$ cat config.mk
export PLATFORM = sky130hd
export DESIGN_NAME = http_body_deframer
export DESIGN_NICKNAME = d
export VERILOG_FILES = /design/src/rtl/hbd_pkg.sv /design/src/rtl/http_body_deframer.sv
export SDC_FILE = /design/constraint.sdc
export NUM_CORES = 1
export LEC_CHECK = 0
export BUFFER_PORTS_ARGS = -buffer_cell sky130_fd_sc_hd__buf_2
export CAP_MARGIN = 15
export CORE_ASPECT_RATIO = 0.5
export CORE_UTILIZATION = 43
export CTS_CLUSTER_DIAMETER = 40
export DETAILED_ROUTE_END_ITERATION = 10
export MAX_ROUTING_LAYER = met4
export SETUP_SLACK_MARGIN = 0.02
export SLEW_MARGIN = 0
export SYNTH_ARGS = -nofsm -noshare
export SYNTH_HDL_FRONTEND = slang
export SYNTH_SLANG_ARGS = --single-unit
$ cat constraint.sdc
create_clock -name clk_i -period 4.7 [get_ports clk_i]
set_input_delay 0 -clock clk_i [delete_from_list [all_inputs] [get_ports clk_i]]
set_output_delay 0 -clock clk_i [all_outputs]
set_load 0.01 [all_outputs]
$ cat src/rtl/hbd_pkg.sv
// types and constants shared by the http body deframer
`timescale 1ns / 1ps

package hbd_pkg;

  // widths of the word fields
  localparam int unsigned LenW  = 31;
  localparam int unsigned ByteW = 8;
  localparam int unsigned StatW = 3;

  // default limit on hex digits in one chunk size line
  localparam int unsigned MAX_SIZE_DIGITS = 8;

  // reset value of the body size limit
  localparam logic [LenW-1:0] MAX_BODY_RESET = 31'd1048576;

  // status codes
  localparam logic [StatW-1:0] ST_RUN    = 3'd0;
  localparam logic [StatW-1:0] ST_DONE   = 3'd1;
  localparam logic [StatW-1:0] ST_BAD    = 3'd2;
  localparam logic [StatW-1:0] ST_LARGE  = 3'd3;
  localparam logic [StatW-1:0] ST_LENREQ = 3'd4;

  // input word: start of a body or one body byte
  typedef struct packed {
    logic             kind;
    logic [ByteW-1:0] data_in;
    logic             chunked;
    logic             length_known;
    logic [LenW-1:0]  content_length;
    logic             bytes_follow;
    logic             has_trailers;
    logic             skip_body;
  } in_t;

  // result word
  typedef struct packed {
    logic             data_valid;
    logic [ByteW-1:0] data_out;
    logic [StatW-1:0] status;
    logic [LenW-1:0]  body_bytes;
  } out_t;

endpackage

$ cat src/rtl/http_body_deframer.sv
// http body deframer: length and chunked body framing, one byte per word
// result: a registered result word appears in the cycle after its input word is accepted
// throughput: one input word per cycle; the output register stalls the input
//   only while a held result word is itself stalled
// reset: framing state idle, counters zero, size limit back to 1048576,
//   output register empty
`timescale 1ns / 1ps

module http_body_deframer #(
  parameter int unsigned MaxSizeDigits = hbd_pkg::MAX_SIZE_DIGITS
) (
  input  logic                     clk_i,
  input  logic                     rst_ni,
  input  logic                     in_valid_i,
  output logic                     in_stall_o,
  input  hbd_pkg::in_t             in_data_i,
  output logic                     out_valid_o,
  input  logic                     out_stall_i,
  output hbd_pkg::out_t            out_data_o,
  input  logic                     cfg_we_i,
  input  logic [hbd_pkg::LenW-1:0] cfg_wdata_i
);

  localparam int unsigned CntW = $clog2(MaxSizeDigits + 1);
  localparam int unsigned LenW = hbd_pkg::LenW;

  // phase codes
  localparam logic [3:0] PH_IDLE     = 4'd0;
  localparam logic [3:0] PH_LEN      = 4'd1;
  localparam logic [3:0] PH_LINE     = 4'd2;
  localparam logic [3:0] PH_SKIP_LF  = 4'd3;
  localparam logic [3:0] PH_SIZE     = 4'd4;
  localparam logic [3:0] PH_SIZE_LF  = 4'd5;
  localparam logic [3:0] PH_DATA     = 4'd6;
  localparam logic [3:0] PH_DATA_CR  = 4'd7;
  localparam logic [3:0] PH_DATA_LF  = 4'd8;
  localparam logic [3:0] PH_END_CR   = 4'd9;
  localparam logic [3:0] PH_END_LF   = 4'd10;
  localparam logic [3:0] PH_FINISHED = 4'd11;

  localparam logic [7:0] CHAR_CR = 8'h0d;
  localparam logic [7:0] CHAR_LF = 8'h0a;

  // hex digit decode: bit 4 flags a valid digit
  function automatic logic [4:0] hex_decode(input logic [7:0] c);
    logic [4:0] r;
    r = 5'd0;
    if (c >= 8'h30 && c <= 8'h39) begin
      r = {1'b1, 4'(c - 8'h30)};
    end else if (c >= 8'h61 && c <= 8'h66) begin
      r = {1'b1, 4'(c - 8'h57)};
    end else if (c >= 8'h41 && c <= 8'h46) begin
      r = {1'b1, 4'(c - 8'h37)};
    end
    return r;
  endfunction

  logic [LenW-1:0]          max_body_q;
  logic [3:0]               phase_q, phase_d;
  logic [LenW-1:0]          remaining_q, remaining_d;
  logic [31:0]              size_accum_q, size_accum_d;
  logic [CntW-1:0]          digit_count_q, digit_count_d;
  logic [LenW-1:0]          accepted_q, accepted_d;
  logic                     over_limit_q, over_limit_d;
  logic [hbd_pkg::StatW-1:0] final_status_q, final_status_d;
  logic                     out_valid_q;
  hbd_pkg::out_t            out_q, out_d;

  logic                     in_accept;
  logic                     out_free;
  logic                     pass;
  logic [7:0]               c;
  logic [4:0]               hex;
  logic [LenW-1:0]          rem_dec;
  logic [LenW-1:0]          acc_inc;
  logic [LenW+1:0]          limit_sum;
  logic                     digit_full;
  logic [31:0]              accum_shift;

  // handshake: the output register frees its slot when empty or taken
  assign out_free    = !out_valid_q || !out_stall_i;
  assign in_stall_o  = !out_free;
  assign in_accept   = in_valid_i && out_free;
  assign out_valid_o = out_valid_q;
  assign out_data_o  = out_q;

  // datapath helpers
  assign c           = in_data_i.data_in;
  assign hex         = hex_decode(c);
  assign rem_dec     = remaining_q - 1'b1;
  assign acc_inc     = accepted_q + 1'b1;
  assign limit_sum   = {2'b0, accepted_q} + {1'b0, size_accum_q};
  assign digit_full  = digit_count_q >= CntW'(MaxSizeDigits);
  assign accum_shift = (size_accum_q > 32'h0fff_ffff) ? 32'hffff_ffff
                                                      : {size_accum_q[27:0], hex[3:0]};

  // next framing state for one word
  always_comb begin
    phase_d        = phase_q;
    remaining_d    = remaining_q;
    size_accum_d   = size_accum_q;
    digit_count_d  = digit_count_q;
    accepted_d     = accepted_q;
    over_limit_d   = over_limit_q;
    final_status_d = final_status_q;
    pass           = 1'b0;

    if (!in_data_i.kind) begin
      // start of a body
      remaining_d    = '0;
      size_accum_d   = '0;
      digit_count_d  = '0;
      accepted_d     = '0;
      over_limit_d   = 1'b0;
      final_status_d = hbd_pkg::ST_RUN;
      if (in_data_i.skip_body) begin
        phase_d        = PH_FINISHED;
        final_status_d = hbd_pkg::ST_DONE;
      end else if (in_data_i.chunked) begin
        phase_d = PH_LINE;
      end else if (in_data_i.length_known) begin
        over_limit_d = in_data_i.content_length > max_body_q;
        remaining_d  = in_data_i.content_length;
        phase_d      = PH_LEN;
        if (in_data_i.content_length == '0) begin
          phase_d        = PH_FINISHED;
          final_status_d = (in_data_i.content_length > max_body_q) ? hbd_pkg::ST_LARGE
                                                                   : hbd_pkg::ST_DONE;
        end
      end else begin
        phase_d        = PH_FINISHED;
        final_status_d = (in_data_i.bytes_follow && !in_data_i.has_trailers)
                         ? hbd_pkg::ST_LENREQ : hbd_pkg::ST_DONE;
      end
    end else begin
      // one body byte
      case (phase_q)
        PH_LEN: begin
          if (!over_limit_q) begin
            pass       = 1'b1;
            accepted_d = acc_inc;
          end
          remaining_d = rem_dec;
          if (rem_dec == '0) begin
            phase_d        = PH_FINISHED;
            final_status_d = over_limit_q ? hbd_pkg::ST_LARGE : hbd_pkg::ST_DONE;
          end
        end
        PH_LINE: begin
          if (c == CHAR_CR) begin
            phase_d = PH_SKIP_LF;
          end else if (!hex[4]) begin
            phase_d        = PH_FINISHED;
            final_status_d = hbd_pkg::ST_BAD;
          end else begin
            size_accum_d  = {28'd0, hex[3:0]};
            digit_count_d = CntW'(1);
            phase_d       = PH_SIZE;
          end
        end
        PH_SKIP_LF: begin
          if (c == CHAR_LF) begin
            phase_d = PH_LINE;
          end else begin
            phase_d        = PH_FINISHED;
            final_status_d = hbd_pkg::ST_BAD;
          end
        end
        PH_SIZE: begin
          if (c == CHAR_CR) begin
            phase_d = PH_SIZE_LF;
          end else if (!hex[4] || digit_full) begin
            phase_d        = PH_FINISHED;
            final_status_d = hbd_pkg::ST_BAD;
          end else begin
            digit_count_d = digit_count_q + 1'b1;
            size_accum_d  = accum_shift;
          end
        end
        PH_SIZE_LF: begin
          if (c != CHAR_LF) begin
            phase_d        = PH_FINISHED;
            final_status_d = hbd_pkg::ST_BAD;
          end else if (limit_sum > {2'b0, max_body_q}) begin
            phase_d        = PH_FINISHED;
            final_status_d = hbd_pkg::ST_LARGE;
          end else if (size_accum_q == '0) begin
            phase_d = PH_END_CR;
          end else begin
            remaining_d = size_accum_q[LenW-1:0];
            phase_d     = PH_DATA;
          end
        end
        PH_DATA: begin
          pass        = 1'b1;
          accepted_d  = acc_inc;
          remaining_d = rem_dec;
          if (rem_dec == '0) begin
            phase_d = PH_DATA_CR;
          end
        end
        PH_DATA_CR, PH_END_CR: begin
          if (c == CHAR_CR) begin
            phase_d = (phase_q == PH_DATA_CR) ? PH_DATA_LF : PH_END_LF;
          end else begin
            phase_d        = PH_FINISHED;
            final_status_d = hbd_pkg::ST_BAD;
          end
        end
        PH_DATA_LF: begin
          if (c == CHAR_LF) begin
            phase_d = PH_LINE;
          end else begin
            phase_d        = PH_FINISHED;
            final_status_d = hbd_pkg::ST_BAD;
          end
        end
        PH_END_LF: begin
          phase_d        = PH_FINISHED;
          final_status_d = (c == CHAR_LF) ? hbd_pkg::ST_DONE : hbd_pkg::ST_BAD;
        end
        default: begin
          // idle or finished: byte is ignored
        end
      endcase
    end
  end

  // result word
  always_comb begin
    out_d.data_valid = pass;
    out_d.data_out   = pass ? c : '0;
    out_d.status     = (phase_d == PH_FINISHED) ? final_status_d : hbd_pkg::ST_RUN;
    out_d.body_bytes = accepted_d;
  end

  // size limit register
  always_ff @(posedge clk_i or negedge rst_ni) begin
    if (!rst_ni) begin
      max_body_q <= hbd_pkg::MAX_BODY_RESET;
    end else if (cfg_we_i) begin
      max_body_q <= cfg_wdata_i;
    end
  end

  // framing state
  always_ff @(posedge clk_i or negedge rst_ni) begin
    if (!rst_ni) begin
      phase_q        <= PH_IDLE;
      remaining_q    <= '0;
      size_accum_q   <= '0;
      digit_count_q  <= '0;
      accepted_q     <= '0;
      over_limit_q   <= 1'b0;
      final_status_q <= hbd_pkg::ST_RUN;
    end else if (in_accept) begin
      phase_q        <= phase_d;
      remaining_q    <= remaining_d;
      size_accum_q   <= size_accum_d;
      digit_count_q  <= digit_count_d;
      accepted_q     <= accepted_d;
      over_limit_q   <= over_limit_d;
      final_status_q <= final_status_d;
    end
  end

  // output register valid
  always_ff @(posedge clk_i or negedge rst_ni) begin
    if (!rst_ni) begin
      out_valid_q <= 1'b0;
    end else if (out_free) begin
      out_valid_q <= in_valid_i;
    end
  end

  // output register payload
  always_ff @(posedge clk_i) begin
    if (in_accept) begin
      out_q <= out_d;
    end
  end

endmodule

== After elaboration in Yosys (flattened, before gate mapping) ==
Cells that the tools add are included.
W data, S select, Z words.

* Logic and storage cells: 145
* Bits in registers: 181
* Bits of input ports: 81
* Output and inout port bits: 45

* Add/subtract/negate cells: 7
* Magnitude comparators: 10
* Reduce and logical (&&, ||, !) cells: 21
* Bitwise logic cells: 1
* Eq/ne operators: 23
* Muxes and demuxes: 70

{| class="wikitable"
|+ Operator list
! cell !! count
|-
| $mux W31 || 9
|-
| $mux W32 || 6
|-
| $pmux W31 S2 || 2
|-
| $mux W4 || 20
|-
| $pmux W32 S2 || 1
|-
| $logic_not A31 Y1 || 2
|-
| $mux W3 || 14
|-
| $add A31 B32 Y33 || 1
|-
| $gt A33 B31 Y1 || 1
|-
| $gt A32 B28 Y1 const B || 1
|-
| $logic_not A32 Y1 || 1
|-
| $pmux W4 S8 || 1
|-
| $add A31 B1 Y31 const B || 1
|-
| $gt A31 B31 Y1 || 1
|-
| $sub A31 B1 Y31 const B || 1
|-
| $ne A3 B3 Y1 const B || 7
|-
| $pmux W3 S7 || 1
|-
| $eq A4 B3 Y1 const B || 4
|-
| $eq A4 B4 Y1 const B || 4
|-
| $eq A8 B4 Y1 const B || 2
|-
| $ge A8 B7 Y1 const B || 2
|-
| $le A8 B7 Y1 const B || 2
|-
| $mux W5 || 3
|-
| $mux W2 || 6
|-
| 22 further kinds || 39
|}

== Longest topological paths before layout ==
* Depth after elaboration: 12
* Mapped depth: 23
* Gate-level depth less buffers: 22

== Least setup slack after synthesis ==
No wires, ideal clock.

* Kind: register to register
* From: register size_accum_q[0]
* To: register remaining_q[23]
* Path buffers: 1
* Data required time: 4.575 ns
* Data arrival time: 5.132 ns
* Cell stages (with the launch flop): 24
* Clock period less this slack: 5.256 ns
* Setup slack: -0.556 ns
* Library setup time: 0.125 ns
* Cell sequence: dfrtp_1 -> ha_1 -> fa_1 -> a211oi_1 -> o211ai_1 -> a41oi_1 -> nand2b_1 -> o21ai_0 -> nand2_1 -> nand2_1 -> a31oi_1 -> xnor2_1 -> ha_1 -> nand4_1 -> nor4_1 -> nand3_1 -> o221a_2 -> a31oi_1 -> o32a_1 -> a21oi_1 -> and3_1 -> o21ai_1 -> clkbuf_1 -> mux2_2

* Word-level cells in the longest chain between the ends: 4
* Elaborated cells between the ends (all ways): 6
* Those cells by class: add/sub: 1; order compare: 1; eq/ne: 2; reduce/logical: 2

{| class="wikitable"
|+ RTL lines
! what !! line !! source
|-
| from (decl) || http_body_deframer.sv:61 || <nowiki>logic [31:0] size_accum_q, size_accum_d;</nowiki>
|-
| from (signal assigned) || http_body_deframer.sv:259 || <nowiki>size_accum_q <= size_accum_d;</nowiki>
|-
| $add A31 B32 Y33 || http_body_deframer.sv:92 || <nowiki>assign limit_sum = {2'b0, accepted_q} + {1'b0, size_accum_q};</nowiki>
|-
| $gt A33 B31 Y1 || http_body_deframer.sv:184 || <nowiki>end else if (limit_sum > {2'b0, max_body_q}) begin</nowiki>
|-
| $ne A3 B3 Y1 (no source line) || -- ||
|-
| $reduce_and A5 Y1 (no source line) * || -- ||
|-
| to (signal assigned) || http_body_deframer.sv:258 || <nowiki>remaining_q <= remaining_d;</nowiki>
|-
| to (decl) || http_body_deframer.sv:60 || <nowiki>logic [LenW-1:0] remaining_q, remaining_d;</nowiki>
|}

Every way passes the cells marked *; elsewhere a longest branch is shown, timed or not.
A chain may end at the register's enable or synchronous reset.

== Worst setup path in the final report ==
* From: register size_accum_q[0]
* To: register remaining_q[28]

The elaborated chain is that of the path after synthesis.

==> out/qor.txt <==
Total Wirelength -> 46.98 mm
post-route ant nets -> 0
maxcap violations -> 0
Final Max Tran Viols -> 0
GRT Residual Overflow -> 0
placed inst area -> 15130 µm²
Num CTS Buffers -> 17
post-DP HPWL -> 34.77 mm
Synth Instances -> 1526
Crit path arrival time -> 5480 ps
die height -> 125.4 µm
count of final hold-check violations -> 0
Worst Tran Pin Value -> 1149 ps
Clock Sinks -> 181
dominant cells by area after synthesis -> dfrtp_1 26%, edfxtp_1 9.9%, ha_1 9.7%
post-synthesis sequential area ratio -> 36.22%
Post-synth EDFFs -> 43
initial antenna violation count -> 2
Power Dens Cells -> 304.9 nW/µm²
mean area per synthesized cell -> 8.586 µm²
top cell type's share of synthesized area -> 26.17%
status -> finished with violations
Global Route Usage Sum -> 31.19%
crit end category -> flip-flop
GPL Wtd Cong -> 0.9838
Die X-Extent -> 248.9 µm
vias post-DR -> 13114
die area -> 31220 µm²
Setup Skew -> 9.203 ps
commonest non-fill, non-tap cells in the layout -> 178 x nand2_1, 162 x buf_4, 137 x dfrtp_1
VDD IR-drop max -> 264.5 µV
final setup fails -> 41
number of global-route vias before repair -> 12476
first-pass GRT wire length -> 72.69 mm
RSZ-0062 raised after global routing -> true
# rows -> 44
synth unique cells -> 80
min Tclk post-route -> 5136 ps
CTS root buffer -> clkbuf_16
first drt pass iteration count -> 5
fill count -> 2667
port bufs -> 125
R2R Path Start -> size_accum_q[0]
share of layout cells above drive strength 1 -> 24.30%
Worst setup SP type -> flip-flop
CTS tree -> yes
final period utilization -> 109.3%
CTS Buffer Depth -> 2
leakage -> 7.837 nW
r2r endpoint -> remaining_q[28]
WHS Path Cells -> 3
flop and latch count out of synthesis -> 181
Rel. slew slack -> 23.40%
DRC -> 0
H-Tree Depth -> 4
Initial Util -> 44.49%
Synth async-reset ratio -> 76.24%
Synth Warn # -> 0
Layout area overhead -> 30.26%
f_max -> 194.7 MHz
most common cell after layout, fill and taps aside -> nand2_1
Main synth FF type -> dfrtp_1
Worst Hold Path EP -> remaining_q[27]
Worst Hold Class -> in -> reg
DR vias/cell -> 5.836
post-route design area -> 17070 µm²
Post-Syn Area -> 13100 µm²
Final nets -> 2027
Design Power -> 5.205 mW
Diodes inserted -> 0
worst-path fanout max -> 6
clock transition time at the flip-flop clock pins of the worst setup and hold paths -> 70 ps
Core Region -> 29450 µm²
violations in the final reports -> setup timing
R2R depth -> 26
pin count of the biggest net entering global routing -> 68
HP Start -> in_data_i[30]
Mapped Nets -> 1710
DRT iter0 DRCs -> 1138
CP Class -> reg -> reg
post-DR wirelength/cell -> 20.91 µm
clock latency on the worst-skew pair -> 460 ps
FF-to-FF setup slack -> -440 ps
Required @ worst endpoint -> 5050 ps
post-synth top area cell -> dfrtp_1
# IOs -> 126
fin worst setup slack -> -436.3 ps
post-layout util -> 57.95%
==> registers in the layout (all words and copies together), names as in the netlist <==
register and cells:
accepted_q 31, digit_count_q 4, final_status_q 3, max_body_q 31, out_data_o 43, out_valid_o 1
over_limit_q 1, phase_q 4, remaining_q 31, size_accum_q 32
==> routing by layer <==
metal | wire length, µm | up-vias | GRT usage (%)
met3 | 3429 | 42 | 5.871
met4 | 579 | 0 | 5.736
met5 | 0 | - | -
met2 | 20210 | 469 | 44.87
met1 | 22760 | 6382 | 45.52
li1 | - | 6221 | -
==> cell type report <==
| type | instances | area [µm²] | share of cell area (%) |
|---|---|---|---|
| inverters | 59 | 222.7 | 1.305 |
| clock inverters | 12 | 115.1 | 0.6744 |
| flip-flops and latches | 181 | 4746 | 27.81 |
| repair buffers | 376 | 2820 | 16.52 |
| well taps | 391 | 489.2 | 2.866 |
| clock buffers | 20 | 467.9 | 2.742 |
| multi-input cells | 1208 | 8207 | 48.08 |
==> report_power, final <==
group          total [mW]  internal, mW  switching [mW]
clock network        1.49         0.784           0.703
logic                1.87         0.737            1.13
registers            1.85          1.72           0.128
==> cell usage after synthesis, drive strengths merged (5+ instances only) <==
master	count
and2	6
or4	11
ha	102
xor2	30
a22oi	8
o211ai	10
mux2i	11
o21a	6
nor3	38
nand3b	6
buf	12
o31ai	10
nor4	29
a211oi	21
nand2	180
xnor2	33
o21ai	167
mux2	53
a22o	6
a21o	24
nand4	29
nor2	129
clkbuf	66
or3	10
nand3	42
a31oi	12
edfxtp	43
a2111oi	5
o22ai	6
inv	59
nor2b	13
or2	9
nor3b	6
dfrtp	137
nand2b	12
a21oi	100
and3	23
==> how the worst max path moves through the flow <==
stage	to	cells after the start	from	slack, ps
after CTS	remaining_q[22]	24	accepted_q[0]	-430
after global routing	remaining_q[23]	25	size_accum_q[0]	-620
after detailed placement	remaining_q[11]	23	size_accum_q[18]	-930
after floorplan	remaining_q[23]	23	size_accum_q[1]	30
after global placement	remaining_q[12]	23	size_accum_q[18]	-1010
final	remaining_q[28]	26	size_accum_q[0]	-440
==> worst max-delay path, cell delays in order, from the launching register on <==
cell	delay, ps
dfrtp_1	410
ha_4	160
fa_2	200
a211oi_2	80
o211ai_1	310
a41oi_2	180
nand2b_4	190
o21ai_4	170
nand2_4	90
o21ai_4	200
buf_6	130
a31oi_4	100
buf_6	140
buf_4	120
a2111o_1	360
o211ai_1	130
ha_1	200
and4_4	230
nand3_4	110
a31oi_4	200
o32a_1	240
a21oi_2	50
and3_4	200
o21ai_4	140
buf_6	170
clkbuf_16	170
mux2_2	330
==> kinds of logic after synthesis <==
| family | Yosys count | share of synthesized area [%] |
|---|---|---|
| and+or+nand+nor | 558 | 20.77 |
| AOI/OAI and AO/OA | 420 | 19.46 |
| DFF | 181 | 36.22 |
| buffers and inverters | 137 | 4.049 |
| adders and majority gates | 103 | 9.893 |
| muxes | 64 | 5.395 |
| xor gates and xnor gates | 63 | 4.211 |
==> metrics by stage <==
step                TNS, ps  hold slack (ps)  instances  setup slack, ps
global route         -22720            5.775       2247           -620.1
CTS                  -14640            9.279       2236           -427.9
floorplan                 0           -295.6       1526            34.47
global placement     -37340            9.235       2115            -1015
finish               -14650            13.86       2247           -436.3
detailed placement   -33620            13.30       2115           -926.4
==> timing repair <==
action | 4_1_cts | 5_1_grt
pin swaps | 34 | 39
buffers inserted | 13 | 11
gates cloned | 2 | 1
hold buffers | 75 | 0
setup endpoints to repair | 41 | 41
endpoints found under the hold margin | 127 | 0
gates resized for setup | 46 | 27
(Power assumes the default switching activity.)
